[src/rtl/pfd_pkg.sv]
// shared types and constants for the frame deframer
// no dependencies; imported by every module of the block
`default_nettype none

package pfd_pkg;

  localparam int unsigned BYTE_W  = 8;
  localparam int unsigned LEN_W   = 16;
  localparam int unsigned COUNT_W = 17;
  localparam int unsigned KIND_W  = 2;
  localparam int unsigned CFG_IDX_W  = 2;
  localparam int unsigned CFG_DATA_W = 16;

  // register reset values
  localparam logic [BYTE_W-1:0] START_RESET = 8'd20;
  localparam logic [BYTE_W-1:0] DEST_RESET  = 8'h0c;
  localparam logic [BYTE_W-1:0] SRC_RESET   = 8'h00;
  localparam logic [LEN_W-1:0]  MAX_RESET   = 16'd1024;

  typedef enum logic [CFG_IDX_W-1:0] {
    REG_START_BYTE = 2'd0,
    REG_DEST       = 2'd1,
    REG_SRC        = 2'd2,
    REG_MAX_PAYLOAD = 2'd3
  } cfg_reg_t;

  typedef enum logic [2:0] {
    PH_HUNT   = 3'd0,
    PH_DEST   = 3'd1,
    PH_SRC    = 3'd2,
    PH_TYPE   = 3'd3,
    PH_LEN_HI = 3'd4,
    PH_LEN_LO = 3'd5,
    PH_BODY   = 3'd6
  } phase_t;

  typedef enum logic [KIND_W-1:0] {
    EV_PAYLOAD = 2'd0,
    EV_EMPTY   = 2'd1,
    EV_HEADER  = 2'd2,
    EV_OVERRUN = 2'd3
  } event_kind_t;

  typedef struct packed {
    event_kind_t       kind;
    logic [BYTE_W-1:0] data;
    logic [BYTE_W-1:0] msg_type;
    logic [LEN_W-1:0]  index;
    logic              last;
  } event_t;

endpackage

`default_nettype wire

[src/rtl/pfd_front.sv]
// front end: configuration registers and the byte-wise frame parser
// depends on pfd_pkg; emits at most one event word per accepted byte
`default_nettype none

module pfd_front (
  input  wire                          clk,
  input  wire                          rst,
  input  wire                          cfg_write,
  input  wire [pfd_pkg::CFG_IDX_W-1:0] cfg_index,
  input  wire [pfd_pkg::CFG_DATA_W-1:0] cfg_data,
  input  wire                          accept,
  input  wire [pfd_pkg::BYTE_W-1:0]    rx_data,
  output logic                         ev_valid,
  output pfd_pkg::event_t              ev
);
  import pfd_pkg::*;

  logic [BYTE_W-1:0]  start_byte;
  logic [BYTE_W-1:0]  exp_dest;
  logic [BYTE_W-1:0]  exp_src;
  logic [LEN_W-1:0]   max_payload;

  phase_t             phase;
  phase_t             phase_next;
  logic [BYTE_W-1:0]  held_type;
  logic [LEN_W-1:0]   held_length;
  logic [COUNT_W-1:0] received_count;
  logic [COUNT_W-1:0] count_inc;
  logic [LEN_W-1:0]   length_full;

  always_ff @(posedge clk) begin
    if (rst) begin
      start_byte  <= START_RESET;
      exp_dest    <= DEST_RESET;
      exp_src     <= SRC_RESET;
      max_payload <= MAX_RESET;
    end else if (cfg_write) begin
      case (cfg_reg_t'(cfg_index))
        REG_START_BYTE:  start_byte  <= cfg_data[BYTE_W-1:0];
        REG_DEST:        exp_dest    <= cfg_data[BYTE_W-1:0];
        REG_SRC:         exp_src     <= cfg_data[BYTE_W-1:0];
        REG_MAX_PAYLOAD: max_payload <= cfg_data[LEN_W-1:0];
        default: ;
      endcase
    end
  end

  always_ff @(posedge clk) begin
    if (rst) begin
      phase <= PH_HUNT;
    end else begin
      phase <= phase_next;
    end
  end

  assign count_inc   = received_count + 1'b1;
  assign length_full = {held_length[LEN_W-1:BYTE_W], rx_data};

  always_comb begin
    phase_next   = phase;
    ev_valid     = 1'b0;
    ev.kind      = EV_PAYLOAD;
    ev.data      = rx_data;
    ev.msg_type  = held_type;
    ev.index     = received_count[LEN_W-1:0];
    ev.last      = 1'b0;
    if (accept) begin
      case (phase)
        PH_HUNT: begin
          if (rx_data == start_byte) phase_next = PH_DEST;
        end
        PH_DEST, PH_SRC: begin
          if (rx_data != ((phase == PH_DEST) ? exp_dest : exp_src)) begin
            phase_next  = PH_HUNT;
            ev_valid    = 1'b1;
            ev.kind     = EV_HEADER;
            ev.msg_type = '0;
            ev.index    = '0;
          end else begin
            phase_next = (phase == PH_DEST) ? PH_SRC : PH_TYPE;
          end
        end
        PH_TYPE:   phase_next = PH_LEN_HI;
        PH_LEN_HI: phase_next = PH_LEN_LO;
        PH_LEN_LO: begin
          if (length_full == '0) begin
            phase_next = PH_HUNT;
            ev_valid   = 1'b1;
            ev.kind    = EV_EMPTY;
            ev.index   = '0;
            ev.last    = 1'b1;
          end else begin
            phase_next = PH_BODY;
          end
        end
        PH_BODY: begin
          ev_valid = 1'b1;
          if (count_inc > {1'b0, max_payload}) begin
            phase_next = PH_HUNT;
            ev.kind    = EV_OVERRUN;
          end else if (count_inc == {1'b0, held_length}) begin
            phase_next = PH_HUNT;
            ev.last    = 1'b1;
          end
        end
        default: phase_next = PH_HUNT;
      endcase
    end
  end

  always_ff @(posedge clk) begin
    if (rst) begin
      held_type      <= '0;
      held_length    <= '0;
      received_count <= '0;
    end else if (accept) begin
      case (phase)
        PH_TYPE:   held_type   <= rx_data;
        PH_LEN_HI: held_length <= {rx_data, {BYTE_W{1'b0}}};
        PH_LEN_LO: begin
          held_length    <= length_full;
          received_count <= '0;
        end
        PH_BODY:   received_count <= count_inc;
        default: ;
      endcase
    end
  end

  // inside a frame body the count always fits in sixteen bits
  assert property (@(posedge clk) disable iff (rst)
    phase == PH_BODY |-> !received_count[COUNT_W-1])
    else $error("payload count ran past the largest frame length");

endmodule

`default_nettype wire

[src/rtl/pfd_queue.sv]
// short event queue between the parser and the output stage
// depends on pfd_pkg for the event word
`default_nettype none

module pfd_queue #(
  parameter int unsigned DEPTH = 4
) (
  input  wire              clk,
  input  wire              rst,
  input  wire              wr_en,
  input  wire pfd_pkg::event_t wr_data,
  input  wire              rd_en,
  output pfd_pkg::event_t  rd_data,
  output logic             q_full,
  output logic             q_empty
);
  import pfd_pkg::*;

  localparam int unsigned AW = (DEPTH > 1) ? $clog2(DEPTH) : 1;
  localparam int unsigned CW = $clog2(DEPTH + 1);

  event_t          slots [DEPTH];
  logic [AW-1:0]   wr_ptr;
  logic [AW-1:0]   rd_ptr;
  logic [CW-1:0]   count;
  logic            do_wr;
  logic            do_rd;

  assign q_full  = (count == CW'(DEPTH));
  assign q_empty = (count == '0);
  assign do_wr   = wr_en && !q_full;
  assign do_rd   = rd_en && !q_empty;
  assign rd_data = slots[rd_ptr];

  always_ff @(posedge clk) begin
    if (do_wr) slots[wr_ptr] <= wr_data;
  end

  always_ff @(posedge clk) begin
    if (rst) begin
      wr_ptr <= '0;
      rd_ptr <= '0;
      count  <= '0;
    end else begin
      if (do_wr) wr_ptr <= (wr_ptr == AW'(DEPTH - 1)) ? '0 : wr_ptr + 1'b1;
      if (do_rd) rd_ptr <= (rd_ptr == AW'(DEPTH - 1)) ? '0 : rd_ptr + 1'b1;
      case ({do_wr, do_rd})
        2'b10:   count <= count + 1'b1;
        2'b01:   count <= count - 1'b1;
        default: ;
      endcase
    end
  end

  assert property (@(posedge clk) disable iff (rst) count <= CW'(DEPTH))
    else $error("queue fill count above depth");

  assert property (@(posedge clk) disable iff (rst)
    wr_en |-> !q_full)
    else $error("event written into a full queue");

  assert property (@(posedge clk) disable iff (rst)
    (do_wr && !do_rd) |=> count == $past(count) + 1'b1)
    else $error("queue count missed a write");

endmodule

`default_nettype wire

[src/rtl/pfd_back.sv]
// back end: registered result stage refilled from the event queue
// depends on pfd_pkg for the event word
`default_nettype none

module pfd_back (
  input  wire              clk,
  input  wire              rst,
  input  wire              q_empty,
  input  wire pfd_pkg::event_t q_data,
  output logic             q_pop,
  input  wire              pop,
  output logic             out_valid,
  output pfd_pkg::event_t  out_data
);
  import pfd_pkg::*;

  // refill when the slot is free or being taken this cycle
  assign q_pop = !q_empty && (!out_valid || pop);

  always_ff @(posedge clk) begin
    if (rst) begin
      out_valid <= 1'b0;
    end else if (q_pop) begin
      out_valid <= 1'b1;
    end else if (pop) begin
      out_valid <= 1'b0;
    end
  end

  always_ff @(posedge clk) begin
    if (q_pop) out_data <= q_data;
  end

  assert property (@(posedge clk) disable iff (rst)
    (out_valid && !pop) |=> out_valid && out_data == $past(out_data))
    else $error("waiting result changed before it was taken");

endmodule

`default_nettype wire

[src/rtl/phonet_frame_deframer_unit.sv]
// frame deframer: one received byte per cycle while full is low, at most one result word each
// a result word is written into the event queue, then loaded into the registered output stage
// throughput: one byte per cycle while full is low, set by the parser's per-byte phase update
// full rises only when the event queue between parser and output stage fills
// reset (synchronous, rst high): registers to defaults, parser hunting, queue empty
// depends on pfd_pkg, pfd_front, pfd_queue, pfd_back
`default_nettype none

module phonet_frame_deframer_unit #(
  parameter int unsigned QUEUE_DEPTH = 4
) (
  input  wire                            clk,
  input  wire                            rst,
  input  wire                            cfg_write,
  input  wire [pfd_pkg::CFG_IDX_W-1:0]   cfg_index,
  input  wire [pfd_pkg::CFG_DATA_W-1:0]  cfg_data,
  input  wire                            push,
  output logic                           full,
  input  wire [pfd_pkg::BYTE_W-1:0]      rx_data,
  output logic                           empty,
  input  wire                            pop,
  output logic [pfd_pkg::KIND_W-1:0]     event_kind,
  output logic [pfd_pkg::BYTE_W-1:0]     payload_byte,
  output logic [pfd_pkg::BYTE_W-1:0]     message_kind,
  output logic [pfd_pkg::LEN_W-1:0]      byte_index,
  output logic                           frame_end
);
  import pfd_pkg::*;

  logic   accept;
  logic   ev_valid;
  event_t ev;
  logic   q_full;
  logic   q_empty;
  logic   q_pop;
  event_t q_data;
  logic   out_valid;
  event_t out_data;

  assign accept = push && !q_full;
  assign full   = q_full;
  assign empty  = !out_valid;

  pfd_front u_front (
    .clk       (clk),
    .rst       (rst),
    .cfg_write (cfg_write),
    .cfg_index (cfg_index),
    .cfg_data  (cfg_data),
    .accept    (accept),
    .rx_data   (rx_data),
    .ev_valid  (ev_valid),
    .ev        (ev)
  );

  pfd_queue #(
    .DEPTH (QUEUE_DEPTH)
  ) u_queue (
    .clk     (clk),
    .rst     (rst),
    .wr_en   (ev_valid),
    .wr_data (ev),
    .rd_en   (q_pop),
    .rd_data (q_data),
    .q_full  (q_full),
    .q_empty (q_empty)
  );

  pfd_back u_back (
    .clk       (clk),
    .rst       (rst),
    .q_empty   (q_empty),
    .q_data    (q_data),
    .q_pop     (q_pop),
    .pop       (pop),
    .out_valid (out_valid),
    .out_data  (out_data)
  );

  assign event_kind   = out_data.kind;
  assign payload_byte = out_data.data;
  assign message_kind = out_data.msg_type;
  assign byte_index   = out_data.index;
  assign frame_end    = out_data.last;

endmodule

`default_nettype wire
[config.mk]
export PLATFORM = sky130hd
export DESIGN_NAME = phonet_frame_deframer_unit
export DESIGN_NICKNAME = d
export VERILOG_FILES = /design/src/rtl/pfd_pkg.sv /design/src/rtl/pfd_front.sv /design/src/rtl/pfd_queue.sv /design/src/rtl/pfd_back.sv /design/src/rtl/phonet_frame_deframer_unit.sv
export SDC_FILE = /design/constraint.sdc
export NUM_CORES = 1
export LEC_CHECK = 0
export BUFFER_PORTS_ARGS = -buffer_cell sky130_fd_sc_hd__buf_2
export CAP_MARGIN = 20
export CORE_AREA = 2 2 122 171
export CTS_CLUSTER_DIAMETER = 50
export DETAILED_ROUTE_END_ITERATION = 10
export DIE_AREA = 0 0 124 173
export PLACE_DENSITY = 0.77
export SLEW_MARGIN = 20
export SYNTH_ARGS = -nofsm -noshare
export SYNTH_HDL_FRONTEND = slang
export SYNTH_SLANG_ARGS = --single-unit
[constraint.sdc]
create_clock -name clk -period 6.8 [get_ports clk]
set_input_delay 1.02 -clock clk [delete_from_list [all_inputs] [get_ports clk]]
set_output_delay 1.02 -clock clk [all_outputs]
set_load 0.005 [all_outputs]
==> results.sh, run 1 <==
export IMPL_ys_types=68
export IMPL_route_detailed_drc=0
export IMPL_post_dp_cell_area_mm2=0.0122
export IMPL_multi_input_area_mm2=0.00425
export IMPL_setup_violations_final=0
export IMPL_ys_seq_area_share_pct=60.6
export IMPL_relSlewSlack_pct=20.1
export IMPL_cap_violations=0
export IMPL_root_buffer="clkbuf_16"
export IMPL_finalNetCount=1036
export IMPL_max_stage_delay_ps=690
export IMPL_synth_main_ff_cell="edfxtp_1"
export IMPL_fmax_ghz=0.249
export IMPL_fin_crit_sh_pct=59.1
export IMPL_clk_pin_slew_ps=60
export IMPL_ant_nets=0
export IMPL_drive_gt1_share_pct=16.2
export IMPL_drtIter0Drc=651
export IMPL_switchingPower_w=0.000948
export IMPL_critPathTopFamily="compound AO/OA/AOI/OAI gates"
export IMPL_slowest_stage="dfxtp_1"
export IMPL_setup_ws_ps=2780
export IMPL_ios=68
export IMPL_clockPowerShare_pct=36.1
export IMPL_synth_compound_area_share_pct=7.32
export IMPL_clock_skew_ps=13.6
export IMPL_critPathMostFrequentCell="inv_1"
export IMPL_slew_violations=0
export IMPL_areaGrowthSynthToFinish_pct=11.2
export IMPL_synth_seq_cells=267
export IMPL_total_power_w=0.00390
export IMPL_cts_buffers=25
export IMPL_cellPowerDensity_mw_per_mm2=299
export IMPL_place_hpwl_um=16100
export IMPL_hold_viol_final=0
export IMPL_leakage_nw=4.61
export IMPL_hold_path_class="reg2reg"
export IMPL_worstPathArrival_ps=4470
export IMPL_dieWidth_um=124
export IMPL_worst_setup_path_type="reg2reg"
export IMPL_netSwitchingFraction_pct=24.3
export IMPL_clock_sinks=267
export IMPL_drt_wl_total_um=24500
export IMPL_rsz0062_at_grt="no"
export IMPL_seqPwrFrac_pct=49.5
export IMPL_syn_avg_cell_area_um2=12.5
export IMPL_finalInstanceArea_mm2=0.0130
export IMPL_grt_pass1_vias=7379
export IMPL_cts_setup_buffers=0
export IMPL_cts_tree="done"
export IMPL_worst_slew_pin_slew_ps=1190
export IMPL_clkLatencyLatePin_ps=530
export IMPL_grt_max_degree=89
export IMPL_fp_row_count=61
export IMPL_path_max_fanout=19
export IMPL_pwr_share_comb_pct=14.5
export IMPL_seqCellArea_mm2=0.00710
export IMPL_synth_edf_count=175
export IMPL_htreeDepth=1
export IMPL_drt_pass1_iter_count=5
export IMPL_via_per_inst=5.98
export IMPL_ir_drop_uv=219
export IMPL_yosysWarnings=0
export IMPL_synthAdderAreaFrac_pct=2.63
export IMPL_gp_congestion=0.938
export IMPL_fin_setup_tns_ps=0
export IMPL_status="finished clean"
export IMPL_startpoint_type="register"
export IMPL_crit_buf_inv=2
export IMPL_fill_cells=1540
export IMPL_endpoint_kind="register"
export IMPL_antennaDiodeCount=0
export IMPL_die_area_mm2=0.0215
export IMPL_synthCells=937
export IMPL_grt_usage_pct=23.4
export IMPL_p_int_w=0.00295
export IMPL_die_h_um=173
export IMPL_clock_path_buffers=3
export IMPL_syn_nets=992
export IMPL_synthSimpleGateAreaFrac_pct=12.8
export IMPL_period_minus_slack_ps=4020
export IMPL_grt_overflow=0
export IMPL_synth_top_family_by_area="simple AND/OR/NAND/NOR gates"
export IMPL_design_core_area_mm2=0.0198
export IMPL_synthArstFlopShare_pct=0
export IMPL_vias=7483
export IMPL_crit_chain="or3b_1 -> a2111oi_0 -> a31oi_1 -> a311oi_1 -> nand3_1 -> o211a_2 -> inv_1 -> ha_1 -> inv_1 -> fa_1 -> xor2_1 -> or3_1 -> a21oi_1"
export IMPL_hold_buffers=0
export IMPL_netlist_area_mm2=0.0117
export IMPL_place_ws_ps=2500
export IMPL_initial_core_util_pct=59.1
export IMPL_antenna_found_initial=0
export IMPL_io_buffers=67
export IMPL_grt_first_pass_wirelength_um=39200
export IMPL_synth_mux_area_share_pct=10.1
export IMPL_required_ps=7250
export IMPL_cts_resized=0
export IMPL_synth_xor_area_share_pct=3.29
export IMPL_wl_per_cell_um=19.6
[routing by layer]
metal | vias up | global-route usage [%] | routed length (um)
met3 | 55 | 2.74 | 1180
met2 | 212 | 38.7 | 12200
met4 | 0 | 9.32 | 841
met1 | 3687 | 31.4 | 10300
li1 | 3529 | - | -
met5 | - | 0 | 0
[synth_stat cells (all sizes together), types with 6 or more instances]
| cell type | count | area, um^2 |
|---|---|---|
| a21o | 7 | 52.6 |
| a21oi | 58 | 290 |
| a22oi | 10 | 75.1 |
| and2 | 33 | 209 |
| and3 | 7 | 43.8 |
| buf | 20 | 106 |
| clkbuf | 39 | 146 |
| dfxtp | 92 | 1840 |
| edfxtp | 175 | 5260 |
| ha | 23 | 288 |
| inv | 35 | 131 |
| mux2i | 40 | 400 |
| mux4 | 35 | 788 |
| nand2 | 74 | 278 |
| nand3 | 18 | 95.1 |
| nand4 | 15 | 115 |
| nor2 | 83 | 312 |
| nor2b | 15 | 93.8 |
| nor3 | 14 | 70.1 |
| nor4 | 12 | 81.3 |
| o21ai | 28 | 140 |
| or3 | 6 | 37.5 |
| xnor2 | 21 | 191 |
| xor2 | 17 | 149 |
[registers in the layout, indices dropped and copies added (netlist names)]
| name | flops |
|---|---|
| u_queue.slots | 140 |
| u_back.out_data | 35 |
| u_front.received_count | 17 |
| u_front.held_length | 16 |
| u_front.max_payload | 16 |
| u_front.exp_dest | 8 |
| u_front.exp_src | 8 |
| u_front.held_type | 8 |
| u_front.start_byte | 8 |
| u_front.phase | 3 |
| u_queue.count | 3 |
| u_queue.rd_ptr | 2 |
| u_queue.wr_ptr | 2 |
| u_back.out_valid | 1 |
[power groups by stage]
stage	clock (W)	combinational, W	sequential [W]
global placement	0	0.000558	0.00196
global route	0.00149	0.000633	0.00195
detailed placement	0	0.000577	0.00197
CTS	0.00143	0.000582	0.00193
floorplan	0	0.000362	0.00198
finish	0.00141	0.000564	0.00193
[final timing paths]
kind | depth (start not counted) | slack (ps) | start | to
worst max-delay path | 13 | 2780 | u_front.phase[0] | u_queue.count[2]
worst min-delay path | 2 | 450 | u_front.max_payload[7] | u_front.max_payload[7]
worst max register to register | 13 | 2780 | u_front.phase[0] | u_queue.count[2]
worst min register to register | 2 | 450 | u_front.max_payload[7] | u_front.max_payload[7]
[cell usage in the layout, fill, tap and decap left out, drive strengths merged, types with 33 or more instances in the layout]
cell type	n
edfxtp	175
buf	76
dfxtp	92
nand2	74
and2	33
inv	38
nor2	83
mux4	35
a21oi	58
mux2i	40
[through the flow]
stage	cells	utilization [%]	hold slack, ps
2_1_floorplan	937	-	436
3_3_place_gp	1206	61.5	443
3_5_place_dp	1206	61.5	448
4_1_cts	1252	65.6	457
5_1_grt	1252	65.6	483
6_report	1252	65.6	455
[layout make-up]
cell class,instances,share of cell area [%]
flip-flops and latches,267,54.5
multi-input cells,576,32.6
clock buffers,28,4.97
well taps,252,2.42
clock inverters,18,1.40
repair buffers,76,3.09
inverters,35,1.01
[worst register-to-register path: stages (launching register included)]
cell       delay, ps
dfxtp_1          690
or3b_1           580
a2111oi_0        460
a31oi_1           80
a311oi_1         240
nand3_1          200
o211a_2          360
inv_1             70
ha_1             170
inv_1             70
fa_1             420
xor2_1           150
or3_1            300
a21oi_1          150
[cells by family (layout without fill, tap and decap cells)]
logic type               Yosys count  after routing
adder cells (fa/ha/maj)           24             24
flip-flops                       267            267
AND/OR/NAND/NOR                  298            298
buffers and inverters             94            157
multiplexers                      75             75
XOR/XNOR                          40             40
AO/OA/AOI/OAI                    139            139
Power figures use the tool's default switching activity.
==> run 2: changes to the inputs <==
--- a/config.mk
+++ b/config.mk
@@ -7,11 +7,11 @@
 export LEC_CHECK = 0
 export BUFFER_PORTS_ARGS = -buffer_cell sky130_fd_sc_hd__buf_2
 export CAP_MARGIN = 20
-export CORE_AREA = 2 2 122 171
+export CORE_AREA = 2 2 127 178
 export CTS_CLUSTER_DIAMETER = 50
 export DETAILED_ROUTE_END_ITERATION = 10
-export DIE_AREA = 0 0 124 173
-export PLACE_DENSITY = 0.77
+export DIE_AREA = 0 0 129 180
+export PLACE_DENSITY = 0.75
 export SLEW_MARGIN = 20
 export SYNTH_ARGS = -nofsm -noshare
 export SYNTH_HDL_FRONTEND = slang
==> constraint.sdc (replaced) <==
create_clock -name clk -period 3.7 [get_ports clk]
set_input_delay 0.555 -clock clk [delete_from_list [all_inputs] [get_ports clk]]
set_output_delay 0.555 -clock clk [all_outputs]
set_load 0.005 [all_outputs]
==> run 2 against run 1 <==
Core utilization shrank 3.8 points. Hold slack got worse by 190 ps. Maximum frequency increased by 18%. Critical path type unchanged.
==> results.sh, run 2 (synthesis results as in run 1) <==
export IMPL_required_ps=4150
export IMPL_route_detailed_drc=0
export IMPL_startpoint_type="register"
export IMPL_crit_chain="ha_1 -> nand4_1 -> or3_1 -> xnor2_1 -> ha_1 -> nand4_1 -> nor4_1 -> a21o_1 -> a31o_2 -> nand4_2 -> a21oi_2 -> or3_1 -> mux2i_1"
export IMPL_path_max_fanout=7
export IMPL_clkLatencyLatePin_ps=530
export IMPL_grt_usage_pct=21.6
export IMPL_via_per_inst=5.72
export IMPL_fmax_ghz=0.293
export IMPL_vias=7602
export IMPL_hold_viol_final=0
export IMPL_finalNetCount=1068
export IMPL_grt_pass1_vias=7504
export IMPL_worst_setup_path_type="reg2reg"
export IMPL_gp_congestion=0.974
export IMPL_wl_per_cell_um=18.7
export IMPL_clock_skew_ps=14.8
export IMPL_fill_cells=1669
export IMPL_die_h_um=180
export IMPL_seqPwrFrac_pct=48.7
export IMPL_grt_overflow=0
export IMPL_clockPowerShare_pct=37.4
export IMPL_initial_core_util_pct=54.0
export IMPL_rsz0062_at_grt="no"
export IMPL_endpoint_kind="register"
export IMPL_slew_violations=0
export IMPL_place_hpwl_um=17200
export IMPL_clock_sinks=267
export IMPL_clk_pin_slew_ps=60
export IMPL_cts_tree="done"
export IMPL_fin_setup_tns_ps=0
export IMPL_dieWidth_um=129
export IMPL_p_int_w=0.00561
export IMPL_worst_slew_pin_slew_ps=968
export IMPL_status="finished clean"
export IMPL_hold_path_class="in2reg"
export IMPL_ios=68
export IMPL_cap_violations=0
export IMPL_cellPowerDensity_mw_per_mm2=548
export IMPL_max_stage_delay_ps=490
export IMPL_design_core_area_mm2=0.0217
export IMPL_cts_setup_buffers=0
export IMPL_root_buffer="clkbuf_16"
export IMPL_switchingPower_w=0.00173
export IMPL_io_buffers=67
export IMPL_antennaDiodeCount=0
export IMPL_drtIter0Drc=700
export IMPL_slowest_stage="dfxtp_1"
export IMPL_die_area_mm2=0.0232
export IMPL_reg_largest_list="u_queue.slots x140, u_back.out_data x35, u_front.received_count x17"
export IMPL_drt_wl_total_um=24800
export IMPL_antenna_found_initial=0
export IMPL_clock_path_buffers=3
export IMPL_areaGrowthSynthToFinish_pct=14.5
export IMPL_layout_commonest_cell="edfxtp_1"
export IMPL_fin_crit_sh_pct=92.3
export IMPL_worstPathArrival_ps=3860
export IMPL_layout_common_cells="edfxtp_1 (175), dfxtp_1 (91), nor2_1 (83), nand2_1 (74), buf_2 (67)"
export IMPL_ir_drop_uv=322
export IMPL_netSwitchingFraction_pct=23.6
export IMPL_drt_pass1_iter_count=5
export IMPL_cts_buffers=26
export IMPL_ant_nets=0
export IMPL_hold_buffers=0
export IMPL_total_power_w=0.00735
export IMPL_fp_row_count=64
export IMPL_grt_first_pass_wirelength_um=39500
export IMPL_grt_max_degree=46
export IMPL_drive_gt1_share_pct=18.5
export IMPL_period_minus_slack_ps=3420
export IMPL_largest_reg_flops=140
export IMPL_relSlewSlack_pct=35.2
export IMPL_setup_violations_final=0
export IMPL_htreeDepth=1
export IMPL_pwr_share_comb_pct=13.9
export IMPL_largest_register="u_queue.slots"
export IMPL_leakage_nw=4.82
run 2: critical path: cells and delay by family (launching register included):
family	cells	cell delay (ps)
adder cells (fa/ha/maj)	2	590
AND/OR/NAND/NOR	6	1400
flip-flops	1	490
XOR/XNOR	1	190
AO/OA/AOI/OAI	3	490
multiplexers	1	180
run 2: area by class of cell:
cell class,count,area [um^2],share of cell area (%)
flip-flops and latches,267,7100,52.9
multi-input cells,576,4260,31.8
clock buffers,36,719,5.36
repair buffers,107,648,4.83
well taps,297,372,2.77
clock inverters,12,183,1.36
inverters,35,131,0.979
run 2: through the flow:
stage | setup WS [ps] | instances | hold slack [ps] | instance area [um^2] | util (%)
5_1_grt | 25.5 | 1330 | 252 | 13400 | 61.8
6_report | 284 | 1330 | 262 | 13400 | 61.8
2_1_floorplan | 154 | 937 | 436 | 11700 | -
4_1_cts | 165 | 1330 | 243 | 13400 | 61.8
3_5_place_dp | 66.7 | 1282 | 449 | 12500 | 57.6
3_3_place_gp | 190 | 1282 | 445 | 12500 | 57.6
run 2: final timing paths:
kind,to,slack (ps),depth (start not counted),startpoint
setup / recovery,u_front.phase[0],280,13,u_front.received_count[0]
hold / removal,u_front.max_payload[10],260,3,cfg_data[10]
setup reg to reg,u_front.phase[0],280,13,u_front.received_count[0]
hold reg to reg,u_front.max_payload[15],460,2,u_front.max_payload[15]
run 2: what timing repair did:
action | CTS | global route
resized for setup | 0 | 2
hold endpoints to repair | 0 | 0
endpoints found under the setup margin | 0 | 3
run 2: power groups by stage:
| stage | combinational [W] | clock [W] | sequential, W |
|---|---|---|---|
| after floorplan | 0.000666 | 0 | 0.00363 |
| after global placement | 0.00103 | 0 | 0.00364 |
| after detailed placement | 0.00104 | 0 | 0.00365 |
| after CTS | 0.00105 | 0.00280 | 0.00358 |
| after global routing | 0.00113 | 0.00289 | 0.00361 |
| final | 0.00102 | 0.00275 | 0.00358 |
run 2: layer usage:
layer  vias to the layer above  track usage, %  share of wire [%]
met5                         -               0                  0
met4                         0            7.13                3.3
met3                        57            2.83                5.0
met2                       248            37.8                 51
met1                      3708            27.5                 41
li1                       3589               -                  -
==> run 3: changes to the inputs <==
--- a/config.mk
+++ b/config.mk
@@ -7,11 +7,11 @@
 export LEC_CHECK = 0
 export BUFFER_PORTS_ARGS = -buffer_cell sky130_fd_sc_hd__buf_2
 export CAP_MARGIN = 20
-export CORE_AREA = 2 2 127 178
+export CORE_AREA = 2 2 148 208
 export CTS_CLUSTER_DIAMETER = 50
 export DETAILED_ROUTE_END_ITERATION = 10
-export DIE_AREA = 0 0 129 180
-export PLACE_DENSITY = 0.75
+export DIE_AREA = 0 0 150 210
+export REMOVE_ABC_BUFFERS = 1
 export SLEW_MARGIN = 20
 export SYNTH_ARGS = -nofsm -noshare
 export SYNTH_HDL_FRONTEND = slang
==> constraint.sdc (replaced) <==
create_clock -name clk -period 4.2 [get_ports clk]
set_input_delay 0.63 -clock clk [delete_from_list [all_inputs] [get_ports clk]]
set_output_delay 0.63 -clock clk [all_outputs]
set_load 0.005 [all_outputs]
==> run 3 against run 2 <==
Die area up 36%. Combinational power fell by 13%. Critical path type unchanged. Critical endpoint unchanged. Register-to-register slack improved by 280 ps.
==> results.sh, run 3 (synthesis results as in run 1) <==
export IMPL_status="finished clean"
export IMPL_rr_worst_depth=13
export IMPL_initial_core_util_pct=39.5
export IMPL_antennaDiodeCount=0
export IMPL_ios=68
export IMPL_clock_sinks=267
export IMPL_fp_row_count=75
export IMPL_die_h_um=210
export IMPL_fill_cells=2754
export IMPL_cap_violations=0
export IMPL_ant_nets=0
export IMPL_io_buffers=67
export IMPL_hold_path_class="in2reg"
export IMPL_leakage_nw=4.68
export IMPL_clock_skew_ps=17.3
export IMPL_reg2reg_slack_ps=560
export IMPL_cts_buffers=27
export IMPL_fin_util_pct=44.9
export IMPL_drt_wl_total_um=25800
export IMPL_fin_crit_sh_pct=86.6
export IMPL_post_dp_cell_area_mm2=0.0125
export IMPL_grt_first_pass_wirelength_um=41100
export IMPL_layout_commonest_cell="edfxtp_1"
export IMPL_cts_tree="done"
export IMPL_timing_rr_start="u_front.received_count[1]"
export IMPL_antenna_found_initial=0
export IMPL_dieWidth_um=150
export IMPL_min_from="cfg_data[10]"
export IMPL_worst_slew_pin_slew_ps=1100
export IMPL_root_buffer="clkbuf_16"
export IMPL_rsz0062_at_grt="no"
export IMPL_finalInstanceArea_mm2=0.0133
export IMPL_period_minus_slack_ps=3640
export IMPL_design_core_area_mm2=0.0297
export IMPL_timing_hold_ws_ps=312
export IMPL_drive_gt1_share_pct=17.2
export IMPL_endpoint_kind="register"
export IMPL_slew_violations=0
export IMPL_cts_setup_buffers=0
export IMPL_worstPathArrival_ps=4130
export IMPL_vias=7423
export IMPL_hold_path_depth=3
export IMPL_layout_common_cells="edfxtp_1 (175), dfxtp_1 (91), nor2_1 (83), nand2_1 (74), buf_2 (67)"
export IMPL_required_ps=4690
export IMPL_die_area_mm2=0.0315
export IMPL_cellPowerDensity_mw_per_mm2=477
export IMPL_drt_pass1_iter_count=5
export IMPL_grt_max_degree=40
export IMPL_cts_resized=0
export IMPL_hold_buffers=0
export IMPL_grt_overflow=0
export IMPL_areaGrowthSynthToFinish_pct=13.6
export IMPL_fin_setup_tns_ps=0
export IMPL_largest_reg_flops=140
export IMPL_route_detailed_drc=0
export IMPL_hold_viol_final=0
export IMPL_clock_path_buffers=3
export IMPL_total_power_w=0.00635
export IMPL_largest_register="u_queue.slots"
export IMPL_via_per_inst=5.29
export IMPL_clkLatencyLatePin_ps=550
export IMPL_relSlewSlack_pct=26.6
export IMPL_grt_usage_pct=16.7
export IMPL_fmax_ghz=0.275
export IMPL_startpoint_type="register"
export IMPL_rr_endpoint="u_front.phase[0]"
export IMPL_reg_largest_list="u_queue.slots x140, u_back.out_data x35, u_front.received_count x17"
export IMPL_drtIter0Drc=499
export IMPL_gp_congestion=0.894
export IMPL_grt_pass1_vias=7405
export IMPL_worst_setup_path_type="reg2reg"
export IMPL_path_max_fanout=9
export IMPL_finalNetCount=1052
export IMPL_place_hpwl_um=17500
export IMPL_wl_per_cell_um=18.4
export IMPL_ir_drop_uv=312
export IMPL_setup_violations_final=0
export IMPL_htreeDepth=1
export IMPL_clk_pin_slew_ps=70
export IMPL_min_to="u_front.max_payload[10]"
## run 3: cell types whose count changed in the layout (fill, tap and decap cells not counted), moves of 3 or more
cell,delta
buf_4,-16
bufinv_16,-3
clkinvlp_4,+3
inv_6,+3
## run 3: power by group
part / total [W] / internal, W / leakage [nW] / switching (W)
combinational: 0.000889 / 0.000430 / 1.98 / 0.000459
clock: 0.00229 / 0.00128 / 0.387 / 0.00101
sequential: 0.00317 / 0.00306 / 2.32 / 0.000112
total: 0.00635 / 0.00477 / 4.68 / 0.00158
## run 3: worst max-delay path, stage by stage, from the launching register on
cell     delay, ps
dfxtp_1        450
ha_1           320
and3_1         400
nand4_1        380
xnor2_1        260
ha_1           320
nand4_1        140
nor4_1         320
a21o_1         120
a31o_2         140
nand4_2        120
a21oi_1        260
or3_1          190
mux2i_1        170
## run 3: per-layer routing
metal / track usage (%) / part of all wire, % / vias to the layer above
li1: - / - / 3561
met1: 21.7 / 43 / 3617
met2: 28.4 / 50 / 195
met3: 2.21 / 4.3 / 50
met4: 6.31 / 2.7 / 0
met5: 0 / 0 / -
## run 3: worst max-delay path by stage
| stage | start | depth (start not counted) | slack [ps] | to |
|---|---|---|---|---|
| final | u_front.received_count[1] | 13 | 560 | u_front.phase[0] |
| after global routing | u_front.received_count[1] | 13 | 220 | u_front.phase[0] |
| after CTS | u_front.phase[1] | 13 | 610 | u_queue.count[2] |
| after detailed placement | rx_data[5] | 14 | 370 | u_queue.count[2] |
| after global placement | rx_data[3] | 14 | 440 | u_queue.count[2] |
| after floorplan | pop | 8 | 40 | u_queue.count[2] |
## run 3: layout make-up
| cell class | count | area (um^2) | share of cell area, % |
|---|---|---|---|
| Inverter | 35 | 131 | 0.987 |
| Clock inverter | 14 | 125 | 0.940 |
| Timing Repair Buffer | 90 | 508 | 3.82 |
| Multi-Input combinational cell | 576 | 4250 | 31.9 |
| Tap cell | 385 | 482 | 3.62 |
| Clock buffer | 36 | 719 | 5.40 |
| Sequential cell | 267 | 7100 | 53.3 |
## run 3: stage by stage
stage / setup WS (ps) / cells
final: 561 / 1403
after global placement: 441 / 1353
after global routing: 218 / 1403
after detailed placement: 374 / 1353
after CTS: 615 / 1403
after floorplan: 44.1 / 878
